[src/hw/rtl/cts_pkg.sv]
// Package for the cooperative task scheduler: command, kind and status codes,
// field widths and the structs shared by the front, back and top level.
// Depends on nothing.
package cts_pkg;

   localparam int DEFAULT_NUM_SLOTS = 8;
   localparam int QUEUE_DEPTH       = 2;

   localparam int CMD_W    = 2;
   localparam int TAG_W    = 16;
   localparam int TIME_W   = 31;
   localparam int DELAY_W  = 33;
   localparam int SLOT_W   = 3;
   localparam int ELAPSE_W = 16;
   localparam int KIND_W   = 2;
   localparam int STATUS_W = 2;

   localparam logic [CMD_W-1:0] CMD_ADD    = 2'd0;
   localparam logic [CMD_W-1:0] CMD_DELETE = 2'd1;
   localparam logic [CMD_W-1:0] CMD_TICK   = 2'd2;

   localparam logic [KIND_W-1:0] KIND_ADD    = 2'd0;
   localparam logic [KIND_W-1:0] KIND_DELETE = 2'd1;
   localparam logic [KIND_W-1:0] KIND_FIRED  = 2'd2;
   localparam logic [KIND_W-1:0] KIND_IDLE   = 2'd3;

   localparam logic [STATUS_W-1:0] STATUS_OK      = 2'd0;
   localparam logic [STATUS_W-1:0] STATUS_FULL    = 2'd1;
   localparam logic [STATUS_W-1:0] STATUS_BAD_IDX = 2'd2;

   typedef struct packed {
      logic [CMD_W-1:0]    cmd;
      logic [TAG_W-1:0]    task_tag;
      logic [TIME_W-1:0]   first_delay;
      logic [TIME_W-1:0]   repeat_period;
      logic [SLOT_W-1:0]   slot;
      logic [ELAPSE_W-1:0] elapsed;
   } cts_cmd_type;

   typedef struct packed {
      logic [TAG_W-1:0]          tag;
      logic signed [DELAY_W-1:0] delay;
      logic [TIME_W-1:0]         period;
   } cts_slot_type;

   typedef struct packed {
      logic [KIND_W-1:0]   kind;
      logic [SLOT_W-1:0]   slot_out;
      logic [TAG_W-1:0]    tag_out;
      logic [STATUS_W-1:0] status;
      logic                last;
   } cts_rsp_type;

endpackage

[src/hw/rtl/cts_ram.sv]
// Generic single-write, single-read RAM with a registered read port.
// Depends on nothing.
module cts_ram #(
   parameter int WIDTH = 8,
   parameter int DEPTH = 8
) (
   input  logic                                         clock,
   input  logic                                         wr_en,
   input  logic [((DEPTH > 1) ? $clog2(DEPTH) : 1)-1:0] wr_addr,
   input  logic [WIDTH-1:0]                             wr_data,
   input  logic                                         rd_en,
   input  logic [((DEPTH > 1) ? $clog2(DEPTH) : 1)-1:0] rd_addr,
   output logic [WIDTH-1:0]                             rd_data
);

   logic [WIDTH-1:0] mem_ff [DEPTH];
   logic [WIDTH-1:0] rd_data_ff;

   always_ff @(posedge clock) begin
      if (wr_en) begin
         mem_ff[wr_addr] <= wr_data;
      end
      if (rd_en) begin
         rd_data_ff <= mem_ff[rd_addr];
      end
   end

   assign rd_data = rd_data_ff;

endmodule

[src/hw/rtl/cts_front.sv]
// Front part of the scheduler: accepts request beats, drops undefined commands
// and queues the rest for the back part. Depends on cts_pkg.
module cts_front
   import cts_pkg::*;
(
   input  logic                clock,
   input  logic                reset,
   input  logic                req_valid,
   output logic                req_stall,
   input  logic [CMD_W-1:0]    req_cmd,
   input  logic [TAG_W-1:0]    req_task_tag,
   input  logic [TIME_W-1:0]   req_first_delay,
   input  logic [TIME_W-1:0]   req_repeat_period,
   input  logic [SLOT_W-1:0]   req_slot,
   input  logic [ELAPSE_W-1:0] req_elapsed,
   output logic                q_valid,
   output cts_cmd_type         q_entry,
   input  logic                q_pop
);

   localparam int PTR_W = (QUEUE_DEPTH > 1) ? $clog2(QUEUE_DEPTH) : 1;
   localparam int CNT_W = $clog2(QUEUE_DEPTH + 1);

   cts_cmd_type      entry_ff [QUEUE_DEPTH];
   logic [PTR_W-1:0] wr_ptr_ff, wr_ptr_in;
   logic [PTR_W-1:0] rd_ptr_ff, rd_ptr_in;
   logic [CNT_W-1:0] count_ff, count_in;
   logic             push;
   logic             pop;
   logic             known_cmd;

   assign req_stall = (count_ff == CNT_W'(QUEUE_DEPTH));
   assign known_cmd = (req_cmd == CMD_ADD) || (req_cmd == CMD_DELETE) || (req_cmd == CMD_TICK);
   assign push      = req_valid && !req_stall && known_cmd;
   assign q_valid   = (count_ff != '0);
   assign pop       = q_pop && q_valid;
   assign q_entry   = entry_ff[rd_ptr_ff];

   always_comb begin
      wr_ptr_in = wr_ptr_ff;
      rd_ptr_in = rd_ptr_ff;
      count_in  = count_ff;
      if (push) begin
         wr_ptr_in = (wr_ptr_ff == PTR_W'(QUEUE_DEPTH - 1)) ? '0 : wr_ptr_ff + PTR_W'(1);
      end
      if (pop) begin
         rd_ptr_in = (rd_ptr_ff == PTR_W'(QUEUE_DEPTH - 1)) ? '0 : rd_ptr_ff + PTR_W'(1);
      end
      if (push && !pop) begin
         count_in = count_ff + CNT_W'(1);
      end else if (pop && !push) begin
         count_in = count_ff - CNT_W'(1);
      end
   end

   always_ff @(posedge clock) begin
      if (reset) begin
         wr_ptr_ff <= '0;
         rd_ptr_ff <= '0;
         count_ff  <= '0;
      end else begin
         wr_ptr_ff <= wr_ptr_in;
         rd_ptr_ff <= rd_ptr_in;
         count_ff  <= count_in;
      end
      if (push) begin
         entry_ff[wr_ptr_ff] <= '{cmd:           req_cmd,
                                  task_tag:      req_task_tag,
                                  first_delay:   req_first_delay,
                                  repeat_period: req_repeat_period,
                                  slot:          req_slot,
                                  elapsed:       req_elapsed};
      end
   end

endmodule

[src/hw/rtl/cts_back.sv]
// Back part of the scheduler: slot valid bits, slot RAM and the sequencer
// that carries out add, delete and tick. Depends on cts_pkg and cts_ram.
module cts_back
   import cts_pkg::*;
#(
   parameter int NUM_SLOTS = DEFAULT_NUM_SLOTS
) (
   input  logic        clock,
   input  logic        reset,
   input  logic        q_valid,
   input  cts_cmd_type q_entry,
   output logic        q_pop,
   output cts_rsp_type rsp,
   output logic        rsp_valid,
   input  logic        rsp_stall
);

   localparam int IDX_W = (NUM_SLOTS > 1) ? $clog2(NUM_SLOTS) : 1;
   localparam int CNT_W = $clog2(NUM_SLOTS + 1);

   typedef enum logic [2:0] {
      ST_IDLE,
      ST_ADD,
      ST_DEL,
      ST_TICK,
      ST_END
   } state_type;

   state_type            state_ff, state_in;
   cts_cmd_type          cmd_ff, cmd_in;
   logic [CNT_W-1:0]     cnt_ff, cnt_in;
   logic [NUM_SLOTS-1:0] valid_ff, valid_in;
   logic                 pend_valid_ff, pend_valid_in;
   logic [SLOT_W-1:0]    pend_slot_ff, pend_slot_in;
   logic [TAG_W-1:0]     pend_tag_ff, pend_tag_in;
   logic                 rsp_valid_ff, rsp_valid_in;
   cts_rsp_type          rsp_ff, rsp_in;

   logic                      out_free;
   logic [IDX_W-1:0]          cnt_idx;
   logic [CNT_W+SLOT_W-1:0]   cnt_ext;
   logic [SLOT_W-1:0]         cnt_slot;
   logic [IDX_W+SLOT_W-1:0]   sel_ext;
   logic [IDX_W-1:0]          sel_idx;
   logic                      sel_bad;
   logic                      ram_wr_en;
   logic [IDX_W-1:0]          ram_wr_addr;
   cts_slot_type              ram_wr_data;
   logic                      ram_rd_en;
   logic [IDX_W-1:0]          ram_rd_addr;
   cts_slot_type              ram_rd_data;
   logic signed [DELAY_W-1:0] delay_dec;
   logic signed [DELAY_W-1:0] delay_reload;
   logic                      tick_go;

   cts_ram #(
      .WIDTH($bits(cts_slot_type)),
      .DEPTH(NUM_SLOTS)
   ) u_slot_ram (
      .clock  (clock),
      .wr_en  (ram_wr_en),
      .wr_addr(ram_wr_addr),
      .wr_data(ram_wr_data),
      .rd_en  (ram_rd_en),
      .rd_addr(ram_rd_addr),
      .rd_data(ram_rd_data)
   );

   assign out_free  = !rsp_valid_ff || !rsp_stall;
   assign cnt_idx   = cnt_ff[IDX_W-1:0];
   assign cnt_ext   = {{SLOT_W{1'b0}}, cnt_ff};
   assign cnt_slot  = cnt_ext[SLOT_W-1:0];
   assign sel_ext   = {{IDX_W{1'b0}}, cmd_ff.slot};
   assign sel_idx   = sel_ext[IDX_W-1:0];
   assign sel_bad   = (32'(cmd_ff.slot) >= 32'(NUM_SLOTS));
   assign delay_dec    = ram_rd_data.delay - {{(DELAY_W-ELAPSE_W){1'b0}}, cmd_ff.elapsed};
   assign delay_reload = {{(DELAY_W-TIME_W){1'b0}}, ram_rd_data.period}
                         - {{(DELAY_W-ELAPSE_W){1'b0}}, cmd_ff.elapsed};

   always_comb begin
      state_in      = state_ff;
      cmd_in        = cmd_ff;
      cnt_in        = cnt_ff;
      valid_in      = valid_ff;
      pend_valid_in = pend_valid_ff;
      pend_slot_in  = pend_slot_ff;
      pend_tag_in   = pend_tag_ff;
      rsp_valid_in  = rsp_valid_ff && rsp_stall;
      rsp_in        = rsp_ff;
      q_pop         = 1'b0;
      ram_wr_en     = 1'b0;
      ram_wr_addr   = cnt_idx;
      ram_wr_data   = ram_rd_data;
      ram_rd_en     = 1'b0;
      ram_rd_addr   = '0;
      tick_go       = 1'b0;

      case (state_ff)
         ST_IDLE: begin
            if (q_valid) begin
               q_pop  = 1'b1;
               cmd_in = q_entry;
               cnt_in = '0;
               case (q_entry.cmd)
                  CMD_ADD:    state_in = ST_ADD;
                  CMD_DELETE: state_in = ST_DEL;
                  CMD_TICK: begin
                     ram_rd_en = 1'b1;
                     state_in  = ST_TICK;
                  end
                  default:    state_in = ST_IDLE;
               endcase
            end
         end

         ST_ADD: begin
            if (cnt_ff == CNT_W'(NUM_SLOTS)) begin
               if (out_free) begin
                  rsp_valid_in = 1'b1;
                  rsp_in       = '{KIND_ADD, '0, '0, STATUS_FULL, 1'b1};
                  state_in     = ST_IDLE;
               end
            end else if (valid_ff[cnt_idx]) begin
               cnt_in = cnt_ff + CNT_W'(1);
            end else if (out_free) begin
               ram_wr_en         = 1'b1;
               ram_wr_data.tag   = cmd_ff.task_tag;
               ram_wr_data.delay = {{(DELAY_W-TIME_W){1'b0}}, cmd_ff.first_delay};
               ram_wr_data.period = cmd_ff.repeat_period;
               valid_in[cnt_idx] = 1'b1;
               rsp_valid_in      = 1'b1;
               rsp_in            = '{KIND_ADD, cnt_slot, '0, STATUS_OK, 1'b1};
               state_in          = ST_IDLE;
            end
         end

         ST_DEL: begin
            if (out_free) begin
               rsp_valid_in = 1'b1;
               state_in     = ST_IDLE;
               if (sel_bad) begin
                  rsp_in = '{KIND_DELETE, cmd_ff.slot, '0, STATUS_BAD_IDX, 1'b1};
               end else begin
                  valid_in[sel_idx] = 1'b0;
                  rsp_in = '{KIND_DELETE, cmd_ff.slot, '0, STATUS_OK, 1'b1};
               end
            end
         end

         ST_TICK: begin
            if (!valid_ff[cnt_idx]) begin
               tick_go = 1'b1;
            end else if (!ram_rd_data.delay[DELAY_W-1]) begin
               tick_go           = 1'b1;
               ram_wr_en         = 1'b1;
               ram_wr_data.delay = delay_dec;
            end else if (!pend_valid_ff || out_free) begin
               tick_go = 1'b1;
               if (pend_valid_ff) begin
                  rsp_valid_in = 1'b1;
                  rsp_in = '{KIND_FIRED, pend_slot_ff, pend_tag_ff, STATUS_OK, 1'b0};
               end
               pend_valid_in = 1'b1;
               pend_slot_in  = cnt_slot;
               pend_tag_in   = ram_rd_data.tag;
               if (ram_rd_data.period != '0) begin
                  ram_wr_en         = 1'b1;
                  ram_wr_data.delay = delay_reload;
               end else begin
                  valid_in[cnt_idx] = 1'b0;
               end
            end
            if (tick_go) begin
               if (cnt_ff == CNT_W'(NUM_SLOTS - 1)) begin
                  state_in = ST_END;
               end else begin
                  cnt_in      = cnt_ff + CNT_W'(1);
                  ram_rd_en   = 1'b1;
                  ram_rd_addr = cnt_in[IDX_W-1:0];
               end
            end
         end

         ST_END: begin
            if (out_free) begin
               rsp_valid_in  = 1'b1;
               pend_valid_in = 1'b0;
               state_in      = ST_IDLE;
               if (pend_valid_ff) begin
                  rsp_in = '{KIND_FIRED, pend_slot_ff, pend_tag_ff, STATUS_OK, 1'b1};
               end else begin
                  rsp_in = '{KIND_IDLE, '0, '0, STATUS_OK, 1'b1};
               end
            end
         end

         default: begin
            state_in = ST_IDLE;
         end
      endcase
   end

   always_ff @(posedge clock) begin
      if (reset) begin
         state_ff      <= ST_IDLE;
         valid_ff      <= '0;
         pend_valid_ff <= 1'b0;
         rsp_valid_ff  <= 1'b0;
      end else begin
         state_ff      <= state_in;
         valid_ff      <= valid_in;
         pend_valid_ff <= pend_valid_in;
         rsp_valid_ff  <= rsp_valid_in;
      end
      cmd_ff       <= cmd_in;
      cnt_ff       <= cnt_in;
      pend_slot_ff <= pend_slot_in;
      pend_tag_ff  <= pend_tag_in;
      rsp_ff       <= rsp_in;
   end

   assign rsp       = rsp_ff;
   assign rsp_valid = rsp_valid_ff;

endmodule

[src/hw/rtl/cooperative_task_scheduler_unit.sv]
// Cooperative task scheduler. Items are carried out one at a time: the back part
// does not take a new request until it has issued the last response beat of the
// current one. A tick visits one slot per cycle through the read port of the slot
// RAM, unless a fired beat is held up by a response stall.
// Synchronous reset empties the two-beat queue and frees every slot.
module cooperative_task_scheduler_unit
   import cts_pkg::*;
#(
   parameter int NUM_SLOTS = DEFAULT_NUM_SLOTS
) (
   input  logic                clock,
   input  logic                reset,
   input  logic                req_valid,
   output logic                req_stall,
   input  logic [CMD_W-1:0]    req_cmd,
   input  logic [TAG_W-1:0]    req_task_tag,
   input  logic [TIME_W-1:0]   req_first_delay,
   input  logic [TIME_W-1:0]   req_repeat_period,
   input  logic [SLOT_W-1:0]   req_slot,
   input  logic [ELAPSE_W-1:0] req_elapsed,
   output logic                rsp_valid,
   input  logic                rsp_stall,
   output logic [KIND_W-1:0]   rsp_kind,
   output logic [SLOT_W-1:0]   rsp_slot_out,
   output logic [TAG_W-1:0]    rsp_tag_out,
   output logic [STATUS_W-1:0] rsp_status,
   output logic                rsp_last
);

   logic        q_valid;
   logic        q_pop;
   cts_cmd_type q_entry;
   cts_rsp_type rsp;

   cts_front u_front (
      .clock            (clock),
      .reset            (reset),
      .req_valid        (req_valid),
      .req_stall        (req_stall),
      .req_cmd          (req_cmd),
      .req_task_tag     (req_task_tag),
      .req_first_delay  (req_first_delay),
      .req_repeat_period(req_repeat_period),
      .req_slot         (req_slot),
      .req_elapsed      (req_elapsed),
      .q_valid          (q_valid),
      .q_entry          (q_entry),
      .q_pop            (q_pop)
   );

   cts_back #(
      .NUM_SLOTS(NUM_SLOTS)
   ) u_back (
      .clock    (clock),
      .reset    (reset),
      .q_valid  (q_valid),
      .q_entry  (q_entry),
      .q_pop    (q_pop),
      .rsp      (rsp),
      .rsp_valid(rsp_valid),
      .rsp_stall(rsp_stall)
   );

   assign rsp_kind     = rsp.kind;
   assign rsp_slot_out = rsp.slot_out;
   assign rsp_tag_out  = rsp.tag_out;
   assign rsp_status   = rsp.status;
   assign rsp_last     = rsp.last;

endmodule

[config.mk]
export PLATFORM = sky130hd
export DESIGN_NAME = cooperative_task_scheduler_unit
export DESIGN_NICKNAME = d
export VERILOG_FILES = /design/src/hw/rtl/cts_pkg.sv /design/src/hw/rtl/cts_ram.sv /design/src/hw/rtl/cts_front.sv /design/src/hw/rtl/cts_back.sv /design/src/hw/rtl/cooperative_task_scheduler_unit.sv
export SDC_FILE = /design/constraint.sdc
export NUM_CORES = 1
export LEC_CHECK = 0
export CAP_MARGIN = 40
export CORE_MARGIN = 2
export CORE_UTILIZATION = 55
export CTS_CLUSTER_DIAMETER = 60
export DETAILED_ROUTE_END_ITERATION = 10
export DONT_BUFFER_PORTS = 1
export PLACE_DENSITY = 0.7
export RECOVER_POWER = 50
export SLEW_MARGIN = 25
export SYNTH_ARGS = -nofsm -noshare
export SYNTH_HDL_FRONTEND = slang
export SYNTH_HIERARCHICAL = 1
export SYNTH_SLANG_ARGS = --single-unit
[constraint.sdc]
create_clock -name clock -period 16.5 [get_ports clock]
set_input_delay 0.825 -clock clock [delete_from_list [all_inputs] [get_ports clock]]
set_output_delay 0.825 -clock clock [all_outputs]
set_load 0.02 [all_outputs]
==> reports/metrics.yaml <==
ir_drop_v: 0.000111
cts_buffers: 106
routed_wirelength_um: 97600
worst_setup_hold_path_clk_slew_ns: 0.07
grt_antenna_before_repair: 0
clock_skew_ns: 0.0413
path_cells: "nor2b_1 > a211oi_1 > nor2b_1 > clkbuf_1 > clkbuf_1 > clkbuf_1"
die_h_um: 285
synth.most_common_cell: "edfxtp_1"
cp.required_ns: 16.72
hold_path_class: "in -> reg"
die_x_um: 285
whs_path_depth: 1
synth_cell_type_count: 88
hold_buffers: 0
layout-drive-gt1-share_pct: 22.0
dr.first_iter.drc_count: 2264
period_needed_ns: 7.77
final_cell_area_um2: 48100
vias: 22092
synth-compound-area-share_pct: 4.16
yosys-mux-area-fraction_pct: 13.2
cellPowerDensity_nw_per_um2: 166
io_pins: 129
final_nets: 2567
grt_max_degree: 62
rsz0062_at_grt: "false"
syn_to_final_growth_pct: 10.7
drt_pre_antenna_iters: 6
synth_top_area_cell: "edfxtp_1"
yosysWarnings: 6
seq_area_frac_synth_pct: 74.1
slew_headroom_pct: -169
end_kind: "flop"
hold_violations: 0
synth-seq-cells: 1079
grtUsageTotal_pct: 24.0
grt_pass1_wl_um: 144000
path_buf_inv: 3
clock-sinks: 1079
wl_per_cell_um: 27.4
failed_checks: "max-capacitance violations, max-slew violations"
gr-total-overflow: 0
outcome: "finished with violations"
slowest_delay_ns: 2.06
dieArea_um2: 81300
syn_area_per_cell_um2: 18.4
power.total_mw: 7.98
setup_violations: 0
design.core.area_um2: 78600
reg2reg_depth: 6
grt_pass1_vias: 22338
arrival_ns: 7.99
leakage_nw: 15.3
path_depth: 6
root_buffer: "clkbuf_16"
crit_top_cell: "clkbuf_1"
finalWeightedCongestion: 0.955
antennaDiodeCount: 0
port_buffers: 0
drt-vias-per-instance: 6.20
tightestPinTransition_ns: 4.04
synth_edf_count: 1061
maxSlewViolCount: 507
post_cts_buffers: 0
period_share_pct: 47.1
path_delay_family: "buffers and inverters"
cts_tree: "done"
clock_latency_ns: 0.69
synth_fp_nets: 2501
cts_resized: 0
drcViolationCount: 0
synth-xor-area-share_pct: 0.866
max_freq_ghz: 0.129
crit_type: "reg -> reg"
htreeDepth: 3
num_rows: 103
ys.flop_type: "edfxtp_1"
whs_ns: 0.220
fin_util_pct: 61.2
worstSetupStartpointType: "flop"
critPathMaxFanout: 50
post_dp_cell_area_um2: 44800
yosys.area_share.simple_pct: 4.94
synth_top_family_by_area: "multiplexers"
ant_nets: 0
fillCellCount: 5552
clockBufferDepth: 3
syn_area_um2: 43500
yosys.area_share.adder_pct: 1.16
yosysTopAreaCellShare_pct: 73.3
initial_core_util_pct: 55.3
cap_violations: 13
synth_common_cells: "edfxtp_1 (1061), nand2_1 (203), mux2_2 (175)"
synth_area_leaders: "edfxtp_1 (73%), mux4_2 (8.3%), mux2_2 (4.5%)"
crit_slowest_cell: "clkbuf_1"
ys_async_sr_fraction_pct: 0
syn_inst: 2359
post-dp-hpwl_um: 61300
tns_ns: 0
-- metal layers --
layer  global-route usage, %  part of all wire (%)  vias to the layer above  routed length, um
met2                    39.5                    49                      922              47800
li1                        -                     -                     9592                  -
met3                    3.70                   6.8                      159               6640
met5                       0                     0                        -                  0
met4                    7.55                   3.2                        0               3110
met1                    33.4                    41                    11419              40100
-- flip-flops by register name (all words and copies together) (netlist names), 3 cells and up, named ones only --
name / cells
u_back/cmd_ff: 94
u_back/sel_idx: 3
u_back/pend_slot_ff: 3
u_back/u_slot_ram/mem_ff: 640
u_back/u_slot_ram/rd_data: 80
u_back/state_ff: 3
u_back/rsp: 23
u_back/valid_ff: 8
u_back/cnt_ff: 4
u_front/entry_ff: 198
u_back/pend_tag_ff: 16
-- through the flow --
| step | setup slack (ns) | instances |
|---|---|---|
| floorplan | 8.41 | 2359 |
| global placement | 10.71 | 3350 |
| detailed placement | 10.73 | 3358 |
| CTS | 10.69 | 3553 |
| global route | 8.14 | 3562 |
| finish | 8.73 | 3562 |
-- kinds of logic (layout without fill, tap and decap cells) --
logic type                 count (synthesis)  after routing
DFF                                     1079           1079
and+or+nand+nor                          450            450
muxes                                    348            348
AOI/OAI and AO/OA                        261            261
buffers and inverters                    138            291
xor gates and xnor gates                  43             43
adders and majority gates                 39             39
other                                      1              1
-- final timing paths --
check                                startpoint                 endpoint  slack (ns)
hold reg to reg   u_back/u_slot_ram/rd_data[76]   u_back/pend_tag_ff[12]        0.45
hold / removal                            reset       u_back/valid_ff[4]        0.22
setup / recovery            u_front/count_ff[0]  u_front/entry_ff[0][41]        8.73
setup reg to reg            u_front/count_ff[0]  u_front/entry_ff[0][41]        8.73
-- layout by cell type (no fill, tap or decap), drive strengths merged, types with 12 or more instances in the layout --
cell type	synthesis	final
o211ai	13	13
ha	37	37
mux2	186	186
nand2	204	204
mux4	160	160
nand3	27	27
nor4	12	12
inv	39	46
xor2	28	28
nand2b	17	17
buf	58	32
a21oi	51	51
clkinv	2	49
clkbuf	39	151
nor2b	29	29
a211oi	12	12
a31oi	14	14
xnor2	15	15
o22ai	14	14
o21ai	51	51
nor3	24	24
dfxtp	18	18
edfxtp	1061	1061
nor2	79	79
-- cell type report --
type                       instances  area, um^2  share of cell area [%]
clock buffer                     128        2780                    5.77
sequential                      1079       32200                    66.9
clock inverter                    67         678                    1.41
tap                             1050        1310                    2.73
multi-input combinational       1142       10600                    22.0
timing repair buffer              55         397                   0.824
inverter                          41         154                   0.320
-- where the power goes --
group / internal, mW / switching [mW] / total, mW
sequential: 3.72 / 0.289 / 4.00
clock: 1.34 / 1.02 / 2.35
combinational: 0.535 / 1.08 / 1.62
total: 5.59 / 2.39 / 7.98
Power figures use the tool's default switching activity.
